==> src/hdl/vtb_pkg.sv <==
`default_nettype none
package vtb_pkg;

  localparam int COORD_W = 32;
  localparam int COEF_W  = 16;
  localparam int ROW_W   = 64;
  localparam int PROD_W  = COORD_W + COEF_W;
  // Three products and the constant term fit in 49 bits; one spare bit.
  localparam int ACC_W   = 50;
  localparam int FRAC_W  = 16;

  localparam logic [ROW_W-1:0] ROW0_RESET = 64'h0000_0000_0000_1000;
  localparam logic [ROW_W-1:0] ROW1_RESET = 64'h0000_0000_1000_0000;
  localparam logic [ROW_W-1:0] ROW2_RESET = 64'h0000_1000_0000_0000;
  localparam logic [ROW_W-1:0] ROW3_RESET = 64'h1000_0000_0000_0000;

  localparam logic [1:0] REG_ROW0 = 2'd0;
  localparam logic [1:0] REG_ROW1 = 2'd1;
  localparam logic [1:0] REG_ROW2 = 2'd2;
  localparam logic [1:0] REG_ROW3 = 2'd3;

  localparam logic signed [COORD_W-1:0] POS_MAX = 32'sh7FFF_FFFF;
  localparam logic signed [COORD_W-1:0] NEG_MAX = 32'sh8000_0000;

  typedef logic [3:0][ROW_W-1:0] rows_t;

  typedef struct packed {
    logic signed [COORD_W-1:0] point_x;
    logic signed [COORD_W-1:0] point_y;
    logic signed [COORD_W-1:0] point_z;
    logic                      first_point;
  } in_item_t;

  typedef struct packed {
    logic signed [COORD_W-1:0] out_x;
    logic signed [COORD_W-1:0] out_y;
    logic signed [COORD_W-1:0] out_z;
    logic signed [COORD_W-1:0] box_min_x;
    logic signed [COORD_W-1:0] box_min_y;
    logic signed [COORD_W-1:0] box_min_z;
    logic signed [COORD_W-1:0] box_max_x;
    logic signed [COORD_W-1:0] box_max_y;
    logic signed [COORD_W-1:0] box_max_z;
    logic                      divide_error;
  } out_item_t;

  // Work handed from the front to the back: the four homogeneous sums.
  typedef struct packed {
    logic [3:0][ACC_W-1:0] acc;
    logic                  w_zero;
    logic                  first;
  } job_t;

endpackage
`default_nettype wire

==> src/hdl/vtb_if.sv <==
`default_nettype none
interface vtb_in_if;
  logic               valid;
  logic               ready;
  vtb_pkg::in_item_t  data;
  modport source (output valid, output data, input ready);
  modport sink (input valid, input data, output ready);
endinterface

interface vtb_out_if;
  logic               valid;
  logic               ready;
  vtb_pkg::out_item_t data;
  modport source (output valid, output data, input ready);
  modport sink (input valid, input data, output ready);
endinterface
`default_nettype wire

==> src/hdl/vtb_front.sv <==
`default_nettype none
module vtb_front (
  input  wire logic             clk,
  input  wire logic             rst,
  input  wire vtb_pkg::rows_t   rows,
  vtb_in_if.sink                pt_in,
  output logic                  push_valid,
  input  wire logic             push_ready,
  output vtb_pkg::job_t         push_job
);

  localparam logic [1:0] F_IDLE = 2'd0;
  localparam logic [1:0] F_MAC  = 2'd1;
  localparam logic [1:0] F_PUSH = 2'd2;

  logic [1:0] state;
  logic [1:0] r;
  logic [1:0] k;
  logic       issue_done;
  logic       prod_valid;
  logic [1:0] prod_row;
  logic signed [vtb_pkg::PROD_W-1:0]  prod;
  logic signed [vtb_pkg::COORD_W-1:0] px, py, pz;
  logic       first;
  logic [3:0][vtb_pkg::ACC_W-1:0] acc;
  logic [3:0][vtb_pkg::ACC_W-1:0] acc_init;

  logic signed [vtb_pkg::COEF_W-1:0]  coef_sel;
  logic signed [vtb_pkg::COORD_W-1:0] coord_sel;

  always_comb begin
    coef_sel = rows[r][k*vtb_pkg::COEF_W +: vtb_pkg::COEF_W];
    case (k)
      2'd0:    coord_sel = px;
      2'd1:    coord_sel = py;
      default: coord_sel = pz;
    endcase
  end

  // Constant term of each row: coefficient times 1.0 in Q16.16.
  always_comb begin
    for (int i = 0; i < 4; i++) begin
      acc_init[i] = {{(vtb_pkg::ACC_W-vtb_pkg::COEF_W-vtb_pkg::FRAC_W){rows[i][vtb_pkg::ROW_W-1]}},
                     rows[i][3*vtb_pkg::COEF_W +: vtb_pkg::COEF_W], {vtb_pkg::FRAC_W{1'b0}}};
    end
  end

  assign pt_in.ready = (state == F_IDLE);
  assign push_valid  = (state == F_PUSH);
  assign push_job.acc    = acc;
  assign push_job.first  = first;
  assign push_job.w_zero = (acc[3] == '0);

  always_ff @(posedge clk) begin
    if (rst) begin
      state      <= F_IDLE;
      prod_valid <= 1'b0;
      issue_done <= 1'b0;
    end else begin
      case (state)
        F_IDLE: begin
          if (pt_in.valid) begin
            px         <= pt_in.data.point_x;
            py         <= pt_in.data.point_y;
            pz         <= pt_in.data.point_z;
            first      <= pt_in.data.first_point;
            acc        <= acc_init;
            r          <= 2'd0;
            k          <= 2'd0;
            issue_done <= 1'b0;
            state      <= F_MAC;
          end
        end
        F_MAC: begin
          if (!issue_done) begin
            prod       <= coef_sel * coord_sel;
            prod_row   <= r;
            prod_valid <= 1'b1;
            if (k == 2'd2) begin
              k <= 2'd0;
              r <= r + 2'd1;
              if (r == 2'd3) issue_done <= 1'b1;
            end else begin
              k <= k + 2'd1;
            end
          end
          if (prod_valid) begin
            acc[prod_row] <= acc[prod_row] +
              {{(vtb_pkg::ACC_W-vtb_pkg::PROD_W){prod[vtb_pkg::PROD_W-1]}}, prod};
            if (issue_done) begin
              prod_valid <= 1'b0;
              state      <= F_PUSH;
            end
          end
        end
        F_PUSH: begin
          if (push_ready) state <= F_IDLE;
        end
        default: state <= F_IDLE;
      endcase
    end
  end

endmodule
`default_nettype wire

==> src/hdl/vtb_queue.sv <==
`default_nettype none
module vtb_queue (
  input  wire logic          clk,
  input  wire logic          rst,
  input  wire logic          push_valid,
  output logic               push_ready,
  input  wire vtb_pkg::job_t push_job,
  output logic               pop_valid,
  input  wire logic          pop_ready,
  output vtb_pkg::job_t      pop_job
);

  vtb_pkg::job_t mem [2];
  logic       wr_ptr;
  logic       rd_ptr;
  logic [1:0] count;
  logic       do_push;
  logic       do_pop;

  assign push_ready = (count != 2'd2);
  assign pop_valid  = (count != 2'd0);
  assign pop_job    = mem[rd_ptr];
  assign do_push    = push_valid && push_ready;
  assign do_pop     = pop_valid && pop_ready;

  always_ff @(posedge clk) begin
    if (do_push) mem[wr_ptr] <= push_job;
  end

  always_ff @(posedge clk) begin
    if (rst) begin
      wr_ptr <= 1'b0;
      rd_ptr <= 1'b0;
      count  <= 2'd0;
    end else begin
      if (do_push) wr_ptr <= ~wr_ptr;
      if (do_pop)  rd_ptr <= ~rd_ptr;
      if (do_push && !do_pop)      count <= count + 2'd1;
      else if (do_pop && !do_push) count <= count - 2'd1;
    end
  end

endmodule
`default_nettype wire

==> src/hdl/vtb_back.sv <==
`default_nettype none
module vtb_back (
  input  wire logic          clk,
  input  wire logic          rst,
  input  wire logic          pop_valid,
  output logic               pop_ready,
  input  wire vtb_pkg::job_t pop_job,
  vtb_out_if.source          res_out
);

  localparam logic [2:0] B_IDLE = 3'd0;
  localparam logic [2:0] B_LOAD = 3'd1;
  localparam logic [2:0] B_DIV  = 3'd2;
  localparam logic [2:0] B_BOX  = 3'd3;
  localparam logic [2:0] B_OUT  = 3'd4;

  localparam int AW = vtb_pkg::ACC_W;
  localparam int CW = vtb_pkg::COORD_W;

  logic [2:0] state;
  vtb_pkg::job_t job;
  logic [1:0] k;
  logic [4:0] cnt;
  logic [AW-1:0] rem;
  logic [AW-1:0] dmag;
  logic [CW-1:0] low;
  logic [CW-2:0] quo;
  logic          neg;
  logic          err;
  logic signed [CW-1:0] res [3];
  logic signed [CW-1:0] bmin [3];
  logic signed [CW-1:0] bmax [3];

  logic [AW-1:0] num_sel;
  logic [AW-1:0] nmag;
  logic [AW-1:0] wmag;
  logic          ovf;
  logic [AW:0]   rem_sh;
  logic          qbit;
  logic [CW-1:0] q_full;
  logic signed [CW-1:0] q_final;

  always_comb begin
    num_sel = job.acc[k];
    nmag    = num_sel[AW-1] ? AW'(-num_sel) : num_sel;
    wmag    = job.acc[3][AW-1] ? AW'(-job.acc[3]) : job.acc[3];
    ovf     = {{vtb_pkg::FRAC_W{1'b0}}, nmag} >= {wmag, {vtb_pkg::FRAC_W{1'b0}}};
    rem_sh  = {rem, low[CW-1]};
    qbit    = rem_sh >= {1'b0, dmag};
    q_full  = {quo, qbit};
    if (!neg) begin
      q_final = q_full[CW-1] ? vtb_pkg::POS_MAX : $signed(q_full);
    end else begin
      q_final = (q_full[CW-1] && q_full[CW-2:0] != '0) ? vtb_pkg::NEG_MAX
                                                      : $signed(-q_full);
    end
  end

  assign pop_ready = (state == B_IDLE);

  always_ff @(posedge clk) begin
    if (rst) begin
      state         <= B_IDLE;
      res_out.valid <= 1'b0;
      for (int i = 0; i < 3; i++) begin
        bmin[i] <= vtb_pkg::POS_MAX;
        bmax[i] <= vtb_pkg::NEG_MAX;
      end
    end else begin
      if (res_out.valid && res_out.ready && state != B_OUT) res_out.valid <= 1'b0;
      case (state)
        B_IDLE: begin
          if (pop_valid) begin
            job <= pop_job;
            k   <= 2'd0;
            err <= pop_job.w_zero;
            if (pop_job.first) begin
              for (int i = 0; i < 3; i++) begin
                bmin[i] <= vtb_pkg::POS_MAX;
                bmax[i] <= vtb_pkg::NEG_MAX;
              end
            end
            if (pop_job.w_zero) begin
              for (int i = 0; i < 3; i++) res[i] <= '0;
              state <= B_OUT;
            end else begin
              state <= B_LOAD;
            end
          end
        end
        B_LOAD: begin
          neg  <= num_sel[AW-1] != job.acc[3][AW-1];
          dmag <= wmag;
          if (ovf) begin
            res[k] <= (num_sel[AW-1] != job.acc[3][AW-1]) ? vtb_pkg::NEG_MAX
                                                         : vtb_pkg::POS_MAX;
            if (k == 2'd2) state <= B_BOX;
            else k <= k + 2'd1;
          end else begin
            rem   <= AW'(nmag >> vtb_pkg::FRAC_W);
            low   <= {nmag[vtb_pkg::FRAC_W-1:0], {vtb_pkg::FRAC_W{1'b0}}};
            cnt   <= '0;
            state <= B_DIV;
          end
        end
        B_DIV: begin
          rem <= qbit ? AW'(rem_sh - {1'b0, dmag}) : AW'(rem_sh);
          low <= {low[CW-2:0], 1'b0};
          quo <= q_full[CW-2:0];
          cnt <= cnt + 5'd1;
          if (cnt == 5'd31) begin
            res[k] <= q_final;
            if (k == 2'd2) begin
              state <= B_BOX;
            end else begin
              k     <= k + 2'd1;
              state <= B_LOAD;
            end
          end
        end
        B_BOX: begin
          for (int i = 0; i < 3; i++) begin
            if (res[i] < bmin[i]) bmin[i] <= res[i];
            if (res[i] > bmax[i]) bmax[i] <= res[i];
          end
          state <= B_OUT;
        end
        B_OUT: begin
          if (!res_out.valid || res_out.ready) begin
            res_out.valid             <= 1'b1;
            res_out.data.out_x        <= res[0];
            res_out.data.out_y        <= res[1];
            res_out.data.out_z        <= res[2];
            res_out.data.box_min_x    <= bmin[0];
            res_out.data.box_min_y    <= bmin[1];
            res_out.data.box_min_z    <= bmin[2];
            res_out.data.box_max_x    <= bmax[0];
            res_out.data.box_max_y    <= bmax[1];
            res_out.data.box_max_z    <= bmax[2];
            res_out.data.divide_error <= err;
            state                     <= B_IDLE;
          end
        end
        default: state <= B_IDLE;
      endcase
    end
  end

endmodule
`default_nettype wire

==> src/hdl/vertex_transform_with_bounds_core.sv <==
`default_nettype none
// Vertex transform with bounds: each beat on pt_in carries one Q16.16 point,
// which is multiplied as (x, y, z, 1) by the 4x4 Q4.12 matrix held in the
// four row registers, divided by the resulting w with saturation, and sent
// on res_out together with the running per-axis bounding box. A zero w gives
// a zero point, divide_error set and an untouched box (first_point still
// clears it). The front handles each point with its single shared 32x16
// multiplier doing twelve products; the back with its bit-serial divider,
// which produces the three quotients one bit per cycle (a saturating
// component finishes early). A two-deep queue between them lets the front
// accept further points while the back is dividing, and the output register
// holds a result until it is taken. Matrix writes are only to be made while
// the block is idle.
module vertex_transform_with_bounds_core (
  input  wire logic        clk,
  input  wire logic        rst,
  input  wire logic        cfg_we,
  input  wire logic [1:0]  cfg_index,
  input  wire logic [63:0] cfg_data,
  vtb_in_if.sink           pt_in,
  vtb_out_if.source        res_out
);

  vtb_pkg::rows_t rows;
  logic          push_valid;
  logic          push_ready;
  vtb_pkg::job_t push_job;
  logic          pop_valid;
  logic          pop_ready;
  vtb_pkg::job_t pop_job;

  // Matrix registers, reset to the identity.
  always_ff @(posedge clk) begin
    if (rst) begin
      rows[0] <= vtb_pkg::ROW0_RESET;
      rows[1] <= vtb_pkg::ROW1_RESET;
      rows[2] <= vtb_pkg::ROW2_RESET;
      rows[3] <= vtb_pkg::ROW3_RESET;
    end else if (cfg_we) begin
      case (cfg_index)
        vtb_pkg::REG_ROW0: rows[0] <= cfg_data;
        vtb_pkg::REG_ROW1: rows[1] <= cfg_data;
        vtb_pkg::REG_ROW2: rows[2] <= cfg_data;
        vtb_pkg::REG_ROW3: rows[3] <= cfg_data;
        default: ;
      endcase
    end
  end

  // The front forms the four homogeneous sums and flags a zero w.
  vtb_front u_front (
    .clk        (clk),
    .rst        (rst),
    .rows       (rows),
    .pt_in      (pt_in),
    .push_valid (push_valid),
    .push_ready (push_ready),
    .push_job   (push_job)
  );

  // The queue decouples the multiply stage from the divide stage.
  vtb_queue u_queue (
    .clk        (clk),
    .rst        (rst),
    .push_valid (push_valid),
    .push_ready (push_ready),
    .push_job   (push_job),
    .pop_valid  (pop_valid),
    .pop_ready  (pop_ready),
    .pop_job    (pop_job)
  );

  // The back divides, tracks the box and owns the output register.
  vtb_back u_back (
    .clk       (clk),
    .rst       (rst),
    .pop_valid (pop_valid),
    .pop_ready (pop_ready),
    .pop_job   (pop_job),
    .res_out   (res_out)
  );

endmodule
`default_nettype wire

==> src/flat_wrapper.sv <==
// flat-port wrapper written by rule: the top's interface ports become plain ports
module vertex_transform_with_bounds_core_flat 
  (clk, rst, cfg_we, cfg_index, cfg_data, pt_in_valid, pt_in_data, pt_in_ready, res_out_valid, res_out_data, res_out_ready);
  vtb_in_if pt_in_i ();
  vtb_out_if res_out_i ();
  input  wire logic clk;
  input  wire logic rst;
  input  wire logic cfg_we;
  input  wire logic [1:0] cfg_index;
  input  wire logic [63:0] cfg_data;
  input wire logic [$bits(pt_in_i.valid)-1:0] pt_in_valid;
  input wire logic [$bits(pt_in_i.data)-1:0] pt_in_data;
  output wire logic [$bits(pt_in_i.ready)-1:0] pt_in_ready;
  output wire logic [$bits(res_out_i.valid)-1:0] res_out_valid;
  output wire logic [$bits(res_out_i.data)-1:0] res_out_data;
  input wire logic [$bits(res_out_i.ready)-1:0] res_out_ready;
  assign pt_in_i.valid = pt_in_valid;
  assign pt_in_i.data = pt_in_data;
  assign pt_in_ready = pt_in_i.ready;
  assign res_out_valid = res_out_i.valid;
  assign res_out_data = res_out_i.data;
  assign res_out_i.ready = res_out_ready;
  vertex_transform_with_bounds_core u_core (.clk(clk), .rst(rst), .cfg_we(cfg_we), .cfg_index(cfg_index), .cfg_data(cfg_data), .pt_in(pt_in_i), .res_out(res_out_i));
endmodule
==> config.mk <==
export PLATFORM = sky130hd
export DESIGN_NAME = vertex_transform_with_bounds_core_flat
export DESIGN_NICKNAME = d
export VERILOG_FILES = /design/src/hdl/vtb_pkg.sv /design/src/hdl/vtb_if.sv /design/src/hdl/vtb_front.sv /design/src/hdl/vtb_queue.sv /design/src/hdl/vtb_back.sv /design/src/hdl/vertex_transform_with_bounds_core.sv /design/src/flat_wrapper.sv
export SDC_FILE = /design/constraint.sdc
export NUM_CORES = 2
export LEC_CHECK = 0
export BUFFER_PORTS_ARGS = -buffer_cell sky130_fd_sc_hd__buf_4
export CORE_MARGIN = 2
export CORE_UTILIZATION = 45
export DETAILED_ROUTE_END_ITERATION = 16
export RECOVER_POWER = 50
export SYNTH_ARGS = -nofsm -noshare
export SYNTH_HDL_FRONTEND = slang
export SYNTH_HIERARCHICAL = 1
export SYNTH_SLANG_ARGS = --single-unit
==> constraint.sdc <==
create_clock -name clk -period 36.6 [get_ports clk]
set_clock_uncertainty 0.05 [all_clocks]
set_input_delay 1.83 -clock clk [delete_from_list [all_inputs] [get_ports clk]]
set_output_delay 1.83 -clock clk [all_outputs]
set_load 0.05 [all_outputs]
==> flow_summary.toml <==
[outcome]
status = "complete, but fails checks"
failed_checks = "capacitance limit, slew limit"

[pwr]
p_per_area_nw_per_um2 = 67.9
leakagePower_uw = 0.0473
max-vdd-ir-drop_uv = 88.6

[yosys]
synthAdderAreaFrac_pct = 14.3
yosys_register_bits = 1957
synthFlopType = "edfxtp_1"
synth_compound_area_share_pct = 7.49
seq_area_frac_synth_pct = 51.9
synthArstFlopShare_pct = 0
synth_nets = 9874
synthTopCellsByArea = "edfxtp_1 (47%), fa_1 (9.0%), ha_1 (5.2%), dfxtp_1 (5.0%), mux4_2 (3.6%)"
synth_top_family_by_area = "adder cells"
synthMuxAreaShare_pct = 8.30
synth-xor-area-share_pct = 1.90
postSynthAreaPerCell_um2 = 12.3
synth_edf_count = 1688
synth_common_cells = "edfxtp_1 (1688), inv_1 (922), nand2_1 (692)"
synthCells = 8768
syn_area_um2 = 108000
synth.top_cell.area_share_pct = 46.9
synth_area_leader_cell = "edfxtp_1"
synth.most_common_cell = "edfxtp_1"
ys_warn_count = 6
synth_cell_types = 104
synth_simple_gate_area_share_pct = 11.0

[clocking]
clkTransAtPathRegs_ns = 0.05
cts_resized = 0
cts_sinks = 1957
hold_buffers = 0
cts_tree = "done"
htree_num_levels = 4
clk-insertion-delay-late_ns = 0.87
cts_setup_buffers = 0
cts_root_buf = "clkbuf_16"
clk_path_buf_depth = 3
cts_buffers = 206

[placed_design]
gp_congestion = 0.884
port_buffers = 458
detailed_place_hpwl_mm = 213

[min_path]
hold_path.startpoint = "u_core/u_back/err"
holdCritPathClass = "flip-flop to flip-flop"
hold_depth = 0

[grt]
grtUsageTotal_pct = 23.8
grt_pass1_vias = 70100
grt_pass1_wl_mm = 442
grt_max_degree = 158
overflow = 0
grt_antenna_before_repair = 2

[critical_path]
critPathRequiredTime_ns = 37.15
r2r-start = "u_core/u_front/r[0]"
reg2reg_depth = 25
crit_start = "u_core/u_front/r[0]"
critPathKind = "flip-flop to flip-flop"
start_kind = "flip-flop"
path_max_fanout = 37
setup.worst_path.end_class = "flip-flop"
cp.arrival_ns = 13.18

[drt]
drt-pass1-iter-count = 6
drc_errors = 0
avgRoutedWirePerCell_um = 23.6
via_count = 69300
totalWireLength_mm = 294
first_iter_violations = 5916
ant_nets = 0
viasPerCell = 5.55

[sta]
fin_crit_sh_pct = 34.5
setup_viol = 0
fmax_mhz = 79.2
fin_crit_ns = 12.63
relSlewSlack_pct = -270
drv_slew = 1384
rsz0062_at_grt = "false"
worst_slew_pin_slew_ns = 5.55
tns_ns = 0
final-hold-violation-count = 0

[finish]
layout.area.seq_um2 = 56100
drive_gt1_share_pct = 13.2
final_nets = 10200
synthToLayoutAreaGrowth_pct = 11.6
multi_input_area_um2 = 46500
final_util_pct = 50.6
fillers = 21000

[floorplanning]
die_h_um = 494
ios = 459
core_area_um2 = 238000
start_util_pct = 45.3
num_rows = 179
die_area_um2 = 244000
dieWidth_um = 494

[run]
maxCapViolCount = 23
==> metrics by stage <==
stage / area (um2) / hold slack (ns) / total power, uW / setup WS (ns) / instances
after floorplan: 108000 / 0.350 / 5150 / 5.56 / 8768
after global placement: 114000 / 0.361 / 6030 / 27.07 / 12100
after detailed placement: 114000 / 0.363 / 6070 / 26.93 / 12100
after CTS: 121000 / 0.376 / 8240 / 26.89 / 12500
after global routing: 121000 / 0.385 / 8680 / 22.94 / 12500
final: 121000 / 0.376 / 8190 / 23.97 / 12500
==> cells in the final DEF, fill, tap and decap left out, types with 153 or more instances in the layout <==
cell,instances
a21o_1,153
edfxtp_1,1688
buf_4,253
ha_1,448
inv_1,920
fa_1,488
nand2b_1,385
mux4_2,173
mux2i_1,270
nor2_1,572
clkbuf_16,209
clkbuf_1,259
dfxtp_1,269
o21ai_0,249
nand2_1,692
mux2_2,199
a21oi_1,358
==> cell families after synthesis <==
group	Yosys count
and+or+nand+nor	2405
AOI/OAI and AO/OA	1235
xor gates and xnor gates	234
buffers and inverters	1346
muxes	653
DFF	1957
adders and majority gates	938
==> report_power, final <==
group | leakage, uW | total [uW] | internal, uW | switching, uW
clock network | 0.00342 | 2150 | 1240 | 909
registers | 0.0175 | 2940 | 2760 | 177
logic | 0.0264 | 3100 | 1150 | 1950
total | 0.0473 | 8190 | 5150 | 3040
==> path summary, 6_finish.rpt <==
path	to	slack [ns]
setup reg to reg	u_core/u_front/prod[42]	23.97
setup / recovery	u_core/u_front/prod[42]	23.97
hold / removal	u_core/u_back/res_out.data[0]	0.38
hold reg to reg	u_core/u_back/res_out.data[0]	0.38
==> registers in the layout, indices dropped and copies added (netlist names), 32 cells and up, named ones only <==
signal	flops
u_core/u_back/rem	50
u_core/rows	256
u_core/u_back/job	200
u_core/u_back/bmax	96
u_core/u_front/prod	48
u_core/u_back/res_out.data	289
u_core/u_queue/mem	404
u_core/u_back/bmin	96
u_core/u_front/py	32
u_core/u_back/dmag	50
u_core/u_back/res	96
u_core/u_front/px	32
u_core/u_front/pz	32
u_core/u_front/push_job	200
==> final cells by class <==
type                            count  share of cell area [%]
Antenna cell                        3                 0.00623
Clock buffer                      257                    4.57
Clock inverter                    131                    1.24
Inverter                          925                    2.88
Multi-Input combinational cell   5465                    38.6
Sequential cell                  1957                    46.5
Tap cell                         3167                    3.29
Timing Repair Buffer              570                    2.87
==> per-layer routing <==
metal  vias up  GRT usage (%)  share of wire (%)  wire [um]
met3       430           3.01                5.1      14900
met4         2           7.12                2.9       8550
li1      31600              -                  -          -
met5         -              0             0.0044         13
met2      2116           39.2                 48     142000
met1     35200           33.0                 44     129000
==> critical path, cell delays in order (launching register included) <==
cell and delay (ns):
edfxtp_1 0.32, clkbuf_1 1.92, clkbuf_1 2.33, mux4_2 0.73, mux4_2 0.50, buf_4 0.30
and2_1 0.26, fa_1 0.53, inv_1 0.05, fa_1 0.49, inv_1 0.06, fa_1 0.51
fa_1 0.54, fa_1 0.57, inv_1 0.07, fa_1 0.54, inv_1 0.04, ha_1 0.34
and3_1 0.20, a311oi_1 0.54, a41oi_2 0.25, a211oi_1 0.37, o31ai_1 0.13, a21oi_1 0.31
o21ai_0 0.17, xnor2_1 0.15
No activity file was read; power rests on OpenSTA's default activity.
